File: config.mk
export PLATFORM = sky130hd
export DESIGN_NAME = swstat_ctrl
export DESIGN_NICKNAME = d
export VERILOG_FILES = /design/src/hdl/sliding_window_statistics_defines.svh /design/src/hdl/swstat_pkg.sv /design/src/hdl/swstat_ctrl.sv
export SDC_FILE = /design/constraint.sdc
export NUM_CORES = 1
export LEC_CHECK = 0
export BUFFER_PORTS_ARGS = -buffer_cell sky130_fd_sc_hd__buf_2
export CAP_MARGIN = 0
export CORE_AREA = 5 5 42 44
export DETAILED_ROUTE_END_ITERATION = 16
export DIE_AREA = 0 0 47 49
export GPL_TIMING_DRIVEN = 0
export HOLD_SLACK_MARGIN = 0.12
export SLEW_MARGIN = 15
export SYNTH_ARGS = -nofsm -noshare
export SYNTH_HDL_FRONTEND = slang
export SYNTH_SLANG_ARGS = --single-unit
File: constraint.sdc
create_clock -name clk_i -period 1.47 [get_ports clk_i]
set_input_delay 0.147 -clock clk_i [delete_from_list [all_inputs] [get_ports clk_i]]
set_output_delay 0.147 -clock clk_i [all_outputs]
set_load 0.005 [all_outputs]
File: src/hdl/sliding_window_statistics_defines.svh
// Assertion macros used by the sliding window statistics RTL.
`ifndef SLIDING_WINDOW_STATISTICS_DEFINES_SVH
`define SLIDING_WINDOW_STATISTICS_DEFINES_SVH
`ifndef ASSERT_OFF
`define SWS_ASSERT(lbl, prop, msg) \
  lbl: assert property (@(posedge clk_i) disable iff (!rst_ni) prop) else $error(msg);
`define SWS_ASSERT_IMPL(lbl, pre, post, msg) \
  lbl: assert property (@(posedge clk_i) disable iff (!rst_ni) (pre) |-> (post)) else $error(msg);
`else
`define SWS_ASSERT(lbl, prop, msg)
`define SWS_ASSERT_IMPL(lbl, pre, post, msg)
`endif
`endif

File: src/hdl/swstat_pkg.sv
// Types and fixed constants of the sliding window statistics block.
package swstat_pkg;
  localparam int unsigned CH_IN_W     = 3;
  localparam int unsigned WIN_W       = 11;
  localparam int unsigned COUNT_OUT_W = 11;
  localparam int unsigned VAR_W       = 47;
  localparam int unsigned STD_W       = 24;
  localparam int unsigned RAD_W       = 48;
  localparam int unsigned ROOT_STEPS  = 24;
  localparam logic [WIN_W-1:0] WINDOW_RESET = 11'd100;

  typedef enum logic [3:0] {
    ST_IDLE, ST_READ, ST_SQUARE, ST_UPDATE, ST_DIVIDE, ST_MEANSQ,
    ST_VARIANCE, ST_ROOT, ST_SCAN, ST_FLUSH, ST_FINISH
  } swstat_state_e;

  typedef struct packed {
    logic capture;
    logic rd_old;
    logic square;
    logic update;
    logic div_step;
    logic mean_sq;
    logic var_init;
    logic root_step;
    logic scan_rd;
    logic out_load;
  } swstat_cmd_t;

  typedef struct packed {
    logic div_last;
    logic root_last;
    logic scan_last;
    logic out_busy;
  } swstat_sts_t;
endpackage

File: src/hdl/swstat_ctrl.sv
// Sequencer that steps one transaction through the statistics datapath.
module swstat_ctrl
  import swstat_pkg::*;
(
  input  logic        clk_i,
  input  logic        rst_ni,
  input  logic        in_valid_i,
  output logic        in_ready_o,
  input  swstat_sts_t sts_i,
  output swstat_cmd_t cmd_o
);
  swstat_state_e state_q, state_d;

  always_ff @(posedge clk_i or negedge rst_ni) begin
    if (!rst_ni) begin
      state_q <= ST_IDLE;
    end else begin
      state_q <= state_d;
    end
  end

  always_comb begin
    state_d    = state_q;
    cmd_o      = '0;
    in_ready_o = 1'b0;
    unique case (state_q)
      ST_IDLE: begin
        in_ready_o = 1'b1;
        if (in_valid_i) begin
          cmd_o.capture = 1'b1;
          state_d       = ST_READ;
        end
      end
      ST_READ: begin
        cmd_o.rd_old = 1'b1;
        state_d      = ST_SQUARE;
      end
      ST_SQUARE: begin
        cmd_o.square = 1'b1;
        state_d      = ST_UPDATE;
      end
      ST_UPDATE: begin
        cmd_o.update = 1'b1;
        state_d      = ST_DIVIDE;
      end
      ST_DIVIDE: begin
        cmd_o.div_step = 1'b1;
        if (sts_i.div_last) state_d = ST_MEANSQ;
      end
      ST_MEANSQ: begin
        cmd_o.mean_sq = 1'b1;
        state_d       = ST_VARIANCE;
      end
      ST_VARIANCE: begin
        cmd_o.var_init = 1'b1;
        state_d        = ST_ROOT;
      end
      ST_ROOT: begin
        cmd_o.root_step = 1'b1;
        if (sts_i.root_last) state_d = ST_SCAN;
      end
      ST_SCAN: begin
        cmd_o.scan_rd = 1'b1;
        if (sts_i.scan_last) state_d = ST_FLUSH;
      end
      ST_FLUSH: begin
        state_d = ST_FINISH;
      end
      ST_FINISH: begin
        if (!sts_i.out_busy) begin
          cmd_o.out_load = 1'b1;
          state_d        = ST_IDLE;
        end
      end
      default: state_d = ST_IDLE;
    endcase
  end
endmodule

* Word-level counts from Yosys, hierarchy flattened
Cells that the tools add are included.
Word-level totals: flip-flop bits (word level) 4, output and inout bits 11, input bits 7
Operators by class: muxes and demuxes 19, reductions and logical operators 2, equality and inequality tests 15
Operator list (number):
- one-hot mux 4 bit (11 select lines) | 1
- two-way mux 4 bit | 5
- equality test 4 x 3 -> 1 bit (second input constant) | 4
- two-way mux 1 bit | 13
- equality test 4 bit (second input constant) | 3
- != test 2 bit (second input constant) | 5
- equality test 4 x 2 -> 1 bit (second input constant) | 2
- AND reduction 5 bit | 1
- equality test 4 x 1 -> 1 bit (second input constant) | 1
- logical NOT 4 bit | 1

* Logic depth before layout (Yosys ltp)
Gate-level depths: netlist (run 1).
word-level depth 3, depth in mapped cells 5, gate-level depth less buffers 4

* Least setup slack after synthesis (run 1)
OpenSTA, ideal clock, no wires.
path type flip-flop to flip-flop, start register state_q[3], end register state_q[0], stages on the path, launching flop included 5, setup slack 0.096 ns, buffers on the path 0, arrival 1.248 ns, required time 1.345 ns, cell sequence dfrtp_1 > and4bb_2 > o21ai_1 > a21boi_2 > mux2_4
Between the ends: longest elaborated chain between the ends 3, elaborated cells on any way between the ends 18, those cells by class 15 x eq/ne; 1 x mux; 2 x reduce/logical
Ends and longest elaborated chain:
- from (decl) | RTL line swstat_ctrl.sv:12 | swstat_state_e state_q, state_d;
- from (signal assigned) | RTL line swstat_ctrl.sv:18 | state_q <= state_d;
- equality test 4 x 3 -> 1 bit (tied with other cells) | RTL line swstat_ctrl.sv:26 | unique case (state_q)
- != test 2 bit (no line)
- AND reduction 5 bit (no line)
Several ways; a longest one is shown, not always the timed one. A chain may end at the register's enable or synchronous reset.

==> impl_metrics.env, run 1 <==
export IMPL_final_cell_area_um2=606
export IMPL_critPathMaxFanout=10
export IMPL_worst_pin_slew_ns=0.260
export IMPL_drt_first_pass_iters=4
export IMPL_postLayoutCoreUtil_pct=43.2
export IMPL_regMostFlops="state_q"
export IMPL_grt_max_degree=11
export IMPL_synth_cell_types=23
export IMPL_slowest_stage="dfrtp_1"
export IMPL_grt_overflow=0
export IMPL_ir_drop_uv=1050
export IMPL_syn_inst=43
export IMPL_cts_sinks=4
export IMPL_drc=0
export IMPL_die_y_um=49
export IMPL_crit_path_cell_trace="buf_4 > or2b_1 > nor3_2 > buf_2"
export IMPL_grtUsageTotal_pct=10.0
export IMPL_ys_warn_count=0
export IMPL_critPathRequiredTime_ns=1.32
export IMPL_max_stage_delay_ns=0.37
export IMPL_clk_pin_slew_worst_paths_ns=0.04
export IMPL_syn_nets=50
export IMPL_fin_crit_sh_pct=99.2
export IMPL_synth_seq_cells=4
export IMPL_synth_flop_cell="dfrtp_1"
export IMPL_timing_final_max_slew_violations=0
export IMPL_core_area_um2=1400
export IMPL_hpwl_um=715
export IMPL_largest_reg_flops=4
export IMPL_period_needed_ns=1.46
export IMPL_synth_async_reset_ratio_pct=100
export IMPL_first_iter_violations=5
export IMPL_htreeDepth=1
export IMPL_routedWlPerCell_um=12.4
export IMPL_place_worst_setup_slack_ns=-0.0197
export IMPL_fin_nets=77
export IMPL_cts_made_buffers=3
export IMPL_cts_root_buf="clkbuf_4"
export IMPL_seq_area_frac_synth_pct=26.5
export IMPL_hold_path_class="input port to async pin"
export IMPL_start_util_pct=27.0
export IMPL_io_buffer_count=17
export IMPL_drv_cap=0
export IMPL_area_growth_pct=60.3
export IMPL_cts_tree="done"
export IMPL_end_kind="primary output"
export IMPL_reg_largest_list="state_q x4"
export IMPL_num_io_pins=18
export IMPL_cts_buffer_depth=2
export IMPL_synth_area_top_cells="dfrtp_1 26%, nor3_1 7.9%, nand2b_1 6.6%"
export IMPL_routed_wl_um=1040
export IMPL_ant_nets=0
export IMPL_fin_skew_ns=0.00651
export IMPL_final_hold_viol_count=0
export IMPL_setup_worst_path_start_class="register"
export IMPL_synth_edf_count=0
export IMPL_grt_pass1_vias=425
export IMPL_p_leak_uw=0.000306
export IMPL_gp_congestion=0.687
export IMPL_place_area_um2=483
export IMPL_die_area_um2=2300
export IMPL_syn_avg_cell_area_um2=8.79
export IMPL_slew_headroom_pct=82.4
export IMPL_finalPower_uw=1210
export IMPL_worstSkewPairLatency_ns=0.23
export IMPL_antenna_found_initial=0
export IMPL_setup_viol=0
export IMPL_synth_top_cell_area_share_pct=26.5
export IMPL_vias=402
export IMPL_diodes=0
export IMPL_p_per_area_nw_per_um2=2010
export IMPL_clock_fmax_mhz=686
export IMPL_num_rows=14
export IMPL_grt_pass1_wl_um=1730
export IMPL_path_class="register to primary output"
export IMPL_outcome="finished clean"
export IMPL_syn_area_um2=378
export IMPL_critPathTopFamily="simple AND/OR/NAND/NOR gates"
export IMPL_fin_setup_tns_ns=0
export IMPL_synth_area_leader_cell="dfrtp_1"
export IMPL_drive_above_1_share_pct=60.3
export IMPL_chipWidth_um=47
export IMPL_finalWorstSetupSlack_ns=0.0121
export IMPL_vias_per_cell=4.79
export IMPL_rsz0062_at_grt="true"
export IMPL_worst_path_buf_inv=2
export IMPL_arrival_ns=1.31
==> repair_timing <==
action	in CTS	in global routing
endpoints found under the hold margin	4	0
hold buffers	1	0
endpoints found under the setup margin	5	8
setup buffers	2	2
cloned	0	0
pin swaps	1	0
resized for setup	5	10
==> cell type report <==
cell class	count	area, um^2
flip-flops and latches	4	101
well taps	16	20.0
multi-input cells	34	292
clock buffers	3	22.5
repair buffers	22	125
plain buffers	4	41.3
inverters	1	3.75
fillers	151	796
==> path summary, 6_finish.rpt <==
| path | startpoint | end | slack [ns] | cells after the start |
|---|---|---|---|---|
| hold reg to reg | state_q[3]$_DFFE_PN0P_ | state_q[2]$_DFFE_PN0P_ | 0.67 | 2 |
| hold / removal | rst_ni | state_q[1]$_DFFE_PN0P_ | 0.25 | 2 |
| min in group clk_i | sts_i[2] | state_q[2]$_DFFE_PN0P_ | 0.29 | 4 |
| max in group asynchronous | rst_ni | state_q[3]$_DFFE_PN0P_ | 1.08 | 2 |
| setup reg to reg | state_q[3]$_DFFE_PN0P_ | state_q[0]$_DFFE_PN0P_ | 0.01 | 4 |
| setup / recovery | state_q[1]$_DFFE_PN0P_ | cmd_o[8] | 0.01 | 4 |
==> cells in the mapped netlist (all sizes together) (2+ instances only) <==
library cell and n:
nor3 6, nand2b 5, nor2 5, buf 4, dfrtp 4, and2 2, mux2i 2, nand2 2
==> through the flow <==
step                hold WS, ns  instances
floorplan                -0.149         43
global placement        -0.0469         76
detailed placement      -0.0453         76
CTS                       0.235         82
global route              0.260         84
finish                    0.251         84
==> worst register-to-register path: cells and delay by family (launching register included) <==
kind	cells	cell delay, ns
DFF	1	0.44
and+or+nand+nor	1	0.24
muxes	1	0.31
AOI/OAI and AO/OA	2	0.35
==> cell families (layout without fill, tap and decap cells) <==
kind of cell / count (synthesis) / after routing / share of synthesized area [%]
multiplexers: 3 / 3 / 9.27
flip-flops: 4 / 4 / 26.5
buffers and inverters: 5 / 30 / 7.61
AO/OA/AOI/OAI: 7 / 7 / 15.9
AND/OR/NAND/NOR: 24 / 24 / 40.7
==> layout by cell type, fill, tap and decap left out, types with 2 or more instances in the layout <==
cell type	Yosys	final
nor3_1	6	3
nor3_2	0	3
buf_4	2	5
buf_6	0	3
nand2b_1	4	2
nand2_1	2	2
clkbuf_4	0	3
nand2b_2	1	2
and2_1	2	2
nor2_1	5	5
dfrtp_1	4	3
buf_2	2	17
mux2i_1	2	2
==> layer usage <==
metal	routed length (um)	part of all wire (%)	vias up	global-route usage, %
met4	0	0	0	0
met5	0	0	-	0
met1	425	41	186	12.0
met2	531	51	12	16.1
li1	-	-	204	-
met3	85	8.2	0	6.27
==> where the power goes <==
group          switching (uW)  internal (uW)
combinational             411            463
clock                    41.9           91.1
sequential               43.5            163
total                     497            718
(Power assumes the default switching activity.)
==> run 2, diff against run 1 <==
--- a/config.mk
+++ b/config.mk
@@ -5,9 +5,11 @@
 export SDC_FILE = /design/constraint.sdc
 export NUM_CORES = 1
 export LEC_CHECK = 0
+export ABC_AREA = 1
 export BUFFER_PORTS_ARGS = -buffer_cell sky130_fd_sc_hd__buf_2
 export CAP_MARGIN = 0
 export CORE_AREA = 5 5 42 44
+export CTS_BUF_LIST = sky130_fd_sc_hd__clkbuf_8
 export DETAILED_ROUTE_END_ITERATION = 16
 export DIE_AREA = 0 0 47 49
 export GPL_TIMING_DRIVEN = 0
==> run 2 against run 1 <==
Against the previous run:
- total power shrank 15%
- design area shrank 12%
- critical path depth unchanged
- maximum frequency is 7.9% higher
- sequential share of layout area rose by 2.1 points
- area after synthesis is 7.6% lower
- die area unchanged
- hold slack got worse by 0.037 ns
- setup slack gained 0.11 ns
- largest cell class unchanged
- largest power group unchanged
==> impl_metrics.env, run 2 <==
export IMPL_cts_made_buffers=3
export IMPL_grt_pass1_vias=397
export IMPL_start_util_pct=24.9
export IMPL_routed_wl_um=964
export IMPL_cts_tree="done"
export IMPL_synth_seq_cells=4
export IMPL_ys_warn_count=0
export IMPL_yosys_area_share_simple_pct=46.6
export IMPL_synth_flop_cell="dfrtp_1"
export IMPL_synth_cell_types=15
export IMPL_reg2reg_depth=8
export IMPL_syn_nets=68
export IMPL_fin_setup_tns_ns=0
export IMPL_vias=437
export IMPL_slew_headroom_pct=86.8
export IMPL_rsz0062_at_grt="false"
export IMPL_drc=0
export IMPL_path_class="register to primary output"
export IMPL_synth_top_cell_area_share_pct=28.7
export IMPL_cts_buffer_depth=2
export IMPL_arrival_ns=1.20
export IMPL_final_cell_area_um2=532
export IMPL_htreeDepth=1
export IMPL_max_stage_delay_ns=0.42
export IMPL_syn_avg_cell_area_um2=5.72
export IMPL_drt_first_pass_iters=4
export IMPL_crit_path_cell_trace="nor2_4 > inv_1 > nor3_1 > buf_2"
export IMPL_synth_area_leader_cell="dfrtp_1"
export IMPL_cts_root_buf="clkbuf_8"
export IMPL_setup_worst_path_start_class="register"
export IMPL_synth_top_family_by_area="simple AND/OR/NAND/NOR gates"
export IMPL_timing_final_max_slew_violations=0
export IMPL_hold_path_class="input port to register"
export IMPL_synth_xor_xnor_area_share_pct=0
export IMPL_core_area_um2=1400
export IMPL_critPathRequiredTime_ns=1.32
export IMPL_antenna_found_initial=0
export IMPL_io_buffer_count=17
export IMPL_p_leak_uw=0.000338
export IMPL_cts_sinks=4
export IMPL_hpwl_um=784
export IMPL_synth_adder_area_share_pct=0
export IMPL_grt_pass1_wl_um=1610
export IMPL_worstSkewPairLatency_ns=0.22
export IMPL_grtUsageTotal_pct=9.68
export IMPL_p_per_area_nw_per_um2=1950
export IMPL_clock_fmax_mhz=740
export IMPL_fin_cells=99
export IMPL_gp_congestion=0.847
export IMPL_area_growth_pct=52.3
export IMPL_reg_largest_list="state_q x4"
export IMPL_final_hold_viol_count=0
export IMPL_synth_area_top_cells="dfrtp_1 29%, inv_1 17%, nand2_1 14%"
export IMPL_num_rows=14
export IMPL_die_y_um=49
export IMPL_synth_edf_count=0
export IMPL_hold_depth=4
export IMPL_final_cell_mix="17 x buf_2, 15 x inv_1, 13 x nand2_1, 9 x nor2_1, 6 x nand3_1"
export IMPL_vias_per_cell=4.41
export IMPL_critPathMaxFanout=4
export IMPL_slowest_stage="dfrtp_1"
export IMPL_grt_overflow=0
export IMPL_ant_nets=0
export IMPL_layout_commonest_cell="buf_2"
export IMPL_die_area_um2=2300
export IMPL_ir_drop_uv=723
export IMPL_worst_pin_slew_ns=0.198
export IMPL_syn_area_um2=349
export IMPL_regMostFlops="state_q"
export IMPL_grt_max_degree=6
export IMPL_seq_area_frac_synth_pct=28.7
export IMPL_synth_async_reset_ratio_pct=100
export IMPL_place_area_um2=454
export IMPL_syn_inst=61
export IMPL_synthMuxAreaShare_pct=0
export IMPL_num_io_pins=18
export IMPL_fin_nets=92
export IMPL_outcome="finished clean"
export IMPL_chipWidth_um=47
export IMPL_setup_viol=0
export IMPL_drv_cap=0
export IMPL_fin_skew_ns=0.00247
export IMPL_yosys_top_cells_count="16 x inv_1, 13 x nand2_1, 12 x nor2_1"
export IMPL_largest_reg_flops=4
export IMPL_synth_most_common_cell="inv_1"
export IMPL_clk_pin_slew_worst_paths_ns=0.03
export IMPL_synth_compound_area_share_pct=6.45
export IMPL_fin_crit_sh_pct=91.9
export IMPL_drive_above_1_share_pct=36.1
export IMPL_end_kind="primary output"
export IMPL_routedWlPerCell_um=9.74
export IMPL_dp_cells=94
export IMPL_first_iter_violations=4
export IMPL_period_needed_ns=1.35
export IMPL_diodes=0
## run 2: cell types whose count changed after synthesis, sizes merged, moves of 2 or more
| cell | delta |
|---|---|
| and2 | -2 |
| buf | -4 |
| inv | +16 |
| mux2i | -2 |
| nand2 | +11 |
| nand2b | -5 |
| nand3 | +7 |
| nor2 | +9 |
| nor3 | -5 |
## run 2: through the flow
stage / utilization [%] / setup WS, ns / hold slack [ns] / power (uW)
after floorplan: - / 0.426 / -0.149 / 570
final: 37.9 / 0.119 / 0.215 / 1040
after global placement: 32.4 / 0.199 / -0.0478 / 747
after CTS: 36.3 / 0.0702 / 0.212 / 992
after detailed placement: 32.4 / 0.225 / -0.0414 / 745
after global routing: 37.9 / 0.000401 / 0.237 / 1150
## run 2: area by class of cell
cell class                      count  area, um^2
Multi-Input combinational cell     40         204
Sequential cell                     4         100
Inverter                           17        63.8
Clock buffer                        3        41.3
Timing Repair Buffer               19         103
Tap cell                           16        20.0
Fill cell                         165         870
## run 2: per-layer routing
metal	global-route usage, %	vias up	share of wire (%)
met1	12.4	191	43
met2	13.6	17	47
met3	2.21	4	7.7
met4	6.91	0	2.8
li1	-	225	-
met5	0	-	0
## run 2: cell families after synthesis
group | count (synthesis)
simple gates | 36
buf+inv | 17
flops | 4
compound gates | 4
## run 2: final timing paths
path	startpoint	endpoint	slack (ns)
setup / recovery	state_q[1]$_DFFE_PN0P_	cmd_o[9]	0.12
hold / removal	sts_i[2]	state_q[0]$_DFFE_PN0P_	0.21
setup reg to reg	state_q[1]$_DFFE_PN0P_	state_q[2]$_DFFE_PN0P_	0.19
hold reg to reg	state_q[3]$_DFFE_PN0P_	state_q[0]$_DFFE_PN0P_	0.67
max in group asynchronous	rst_ni	state_q[1]$_DFFE_PN0P_	1.07
min in group asynchronous	rst_ni	state_q[3]$_DFFE_PN0P_	0.27
## run 2: worst max-delay path: cells and delay by family (launching register included)
| family | cells | cell delay (ns) |
|---|---|---|
| buf+inv | 2 | 0.24 |
| simple gates | 2 | 0.34 |
| flops | 1 | 0.42 |
## run 2: report_power, final
part,internal (uW),switching [uW]
combinational,228,346
clock,174,55.9
sequential,161,71.7
total,564,474
## run 2: what timing repair did
action,in CTS,in global routing
hold buffers,1,0
resized for setup,1,5
pin swaps,0,1
endpoints found under the hold margin,4,0
buffers inserted,0,1
setup endpoints to repair,1,2
==> run 3, diff against run 2 <==
--- a/config.mk
+++ b/config.mk
@@ -7,7 +7,7 @@
 export LEC_CHECK = 0
 export ABC_AREA = 1
 export BUFFER_PORTS_ARGS = -buffer_cell sky130_fd_sc_hd__buf_2
-export CAP_MARGIN = 0
+export CAP_MARGIN = 15
 export CORE_AREA = 5 5 42 44
 export CTS_BUF_LIST = sky130_fd_sc_hd__clkbuf_8
 export DETAILED_ROUTE_END_ITERATION = 16
==> constraint.sdc (replaced) <==
create_clock -name clk_i -period 1.65 [get_ports clk_i]
set_input_delay 0.165 -clock clk_i [delete_from_list [all_inputs] [get_ports clk_i]]
set_output_delay 0.165 -clock clk_i [all_outputs]
set_load 0.005 [all_outputs]
==> run 3 against run 2 <==
Against the previous run:
- hold slack better by 0.017 ns
- total power is 16% lower
- die area stayed put
- critical endpoint unchanged
==> impl_metrics.env, run 3 (synthesized netlist as in run 2, its figures left out) <==
export IMPL_drive_above_1_share_pct=30.5
export IMPL_layout_commonest_cell="buf_2"
export IMPL_multi_input_area_um2=188
export IMPL_clk_pin_slew_worst_paths_ns=0.03
export IMPL_cts_root_buf="clkbuf_8"
export IMPL_final_cell_mix="17 x buf_2, 16 x inv_1, 13 x nand2_1, 11 x nor2_1, 6 x nand3_1"
export IMPL_worstSkewPairLatency_ns=0.22
export IMPL_ant_nets=0
export IMPL_antenna_found_initial=0
export IMPL_routed_wl_um=938
export IMPL_diodes=0
export IMPL_die_y_um=49
export IMPL_cts_tree="done"
export IMPL_worst_pin_slew_ns=0.213
export IMPL_core_area_um2=1400
export IMPL_grt_pass1_vias=398
export IMPL_reg2reg_to="state_q[2]$_DFFE_PN0P_"
export IMPL_reg2reg_depth=7
export IMPL_vias=432
export IMPL_drv_cap=0
export IMPL_nFillCells=170
export IMPL_gp_congestion=0.847
export IMPL_rr_startpoint="state_q[3]$_DFFE_PN0P_"
export IMPL_drc=0
export IMPL_grtUsageTotal_pct=9.68
export IMPL_htreeDepth=1
export IMPL_arrival_ns=1.27
export IMPL_drt_first_pass_iters=4
export IMPL_fin_nets=91
export IMPL_worstHoldStart="sts_i[2]"
export IMPL_reg_largest_list="state_q x4"
export IMPL_grt_pass1_wl_um=1610
export IMPL_fin_skew_ns=0.00288
export IMPL_cts_made_buffers=3
export IMPL_slew_headroom_pct=85.7
export IMPL_hold_path_class="input port to register"
export IMPL_crit_path_cell_trace="nor2_2 > inv_1 > nor3_1 > buf_2"
export IMPL_final_hold_viol_count=0
export IMPL_end_kind="primary output"
export IMPL_hpwl_um=784
export IMPL_first_iter_violations=9
export IMPL_cts_buffer_depth=2
export IMPL_whs_endpoint="state_q[0]$_DFFE_PN0P_"
export IMPL_regMostFlops="state_q"
export IMPL_grt_overflow=0
export IMPL_outcome="finished clean"
export IMPL_start_util_pct=24.9
export IMPL_critPathMaxFanout=5
export IMPL_path_class="register to primary output"
export IMPL_p_leak_uw=0.000332
export IMPL_fin_setup_tns_ns=0
export IMPL_reg2reg_slack_ns=0.46
export IMPL_p_per_area_nw_per_um2=1720
export IMPL_post_cts_setup_buffer_count=0
export IMPL_fin_crit_sh_pct=87.0
export IMPL_timing_final_max_slew_violations=0
export IMPL_max_stage_delay_ns=0.41
export IMPL_die_area_um2=2300
export IMPL_io_buffer_count=17
export IMPL_clock_fmax_mhz=696
export IMPL_ir_drop_uv=602
export IMPL_num_io_pins=18
export IMPL_period_needed_ns=1.44
export IMPL_crit_path_start="state_q[0]$_DFFE_PN0P_"
export IMPL_cts_sinks=4
export IMPL_postLayoutCoreUtil_pct=36.3
export IMPL_routedWlPerCell_um=9.57
export IMPL_setup_viol=0
export IMPL_num_rows=14
export IMPL_area_growth_pct=45.5
export IMPL_vias_per_cell=4.41
export IMPL_largest_reg_flops=4
export IMPL_seq_area_um2=100
export IMPL_hold_depth=4
export IMPL_setup_worst_path_start_class="register"
export IMPL_grt_max_degree=6
export IMPL_critPathRequiredTime_ns=1.48
export IMPL_chipWidth_um=47
export IMPL_slowest_stage="dfrtp_1"
export IMPL_rsz0062_at_grt="false"
==> run 3: cell types whose count changed in the layout (fill, tap and decap cells not counted) <==
cell / delta
nor2_1: +2
buf_4: -1
inv_1: +1
inv_2: -1
nor2_2: -1
nor2_4: -1
nor4_1: +1
nor4_2: -1
==> run 3: worst max-delay path, delay by kind of cell (launching register included) <==
| kind | cells | cell delay, ns |
|---|---|---|
| buffers and inverters | 2 | 0.25 |
| flip-flops | 1 | 0.41 |
| AND/OR/NAND/NOR | 2 | 0.39 |
==> run 3: repair_timing <==
| action | 4_1_cts | 5_1_grt |
|---|---|---|
| setup endpoints to repair | 0 | 1 |
| resized for setup | 0 | 1 |
| endpoints found under the hold margin | 4 | 0 |
| hold buffers | 1 | 0 |
==> run 3: power breakdown <==
part | internal, uW | total [uW] | leakage [uW] | switching (uW)
Sequential | 144 | 192 | 0.0000493 | 47.9
Combinational | 179 | 476 | 0.000261 | 297
Clock | 155 | 206 | 0.0000216 | 50.6
==> run 3: worst max-delay path by stage <==
stage                           to
after floorplan           cmd_o[9]
after global placement    cmd_o[9]
after detailed placement  cmd_o[9]
after CTS                 cmd_o[9]
after global routing      cmd_o[9]
final                     cmd_o[9]
==> run 3: cell type report <==
class / count / share of cell area [%]
Clock buffer: 3 / 8.13
Inverter: 17 / 12.6
Multi-Input combinational cell: 40 / 36.9
Sequential cell: 4 / 19.7
Tap cell: 16 / 3.94
Timing Repair Buffer: 18 / 18.7
==> run 3: per-stage QoR <==
step	cells	setup slack [ns]	power (uW)	hold WS, ns	area [um^2]
after global routing	98	0.0683	974	0.255	508
final	98	0.214	874	0.231	508
after detailed placement	94	0.387	664	-0.0234	454
after global placement	94	0.361	666	-0.0298	454
after CTS	98	0.148	878	0.230	505
after floorplan	61	0.595	508	-0.131	349
==> run 3: routing by layer <==
layer  vias to the layer above  wire (um)  part of all wire, %  GRT usage, %
met1                       190        403                   43          12.4
met2                        15        439                   47          13.6
met3                         4         67                  7.1          2.21
li1                        223          -                    -             -
met5                         -          0                    0             0
met4                         0         27                  2.9          6.91
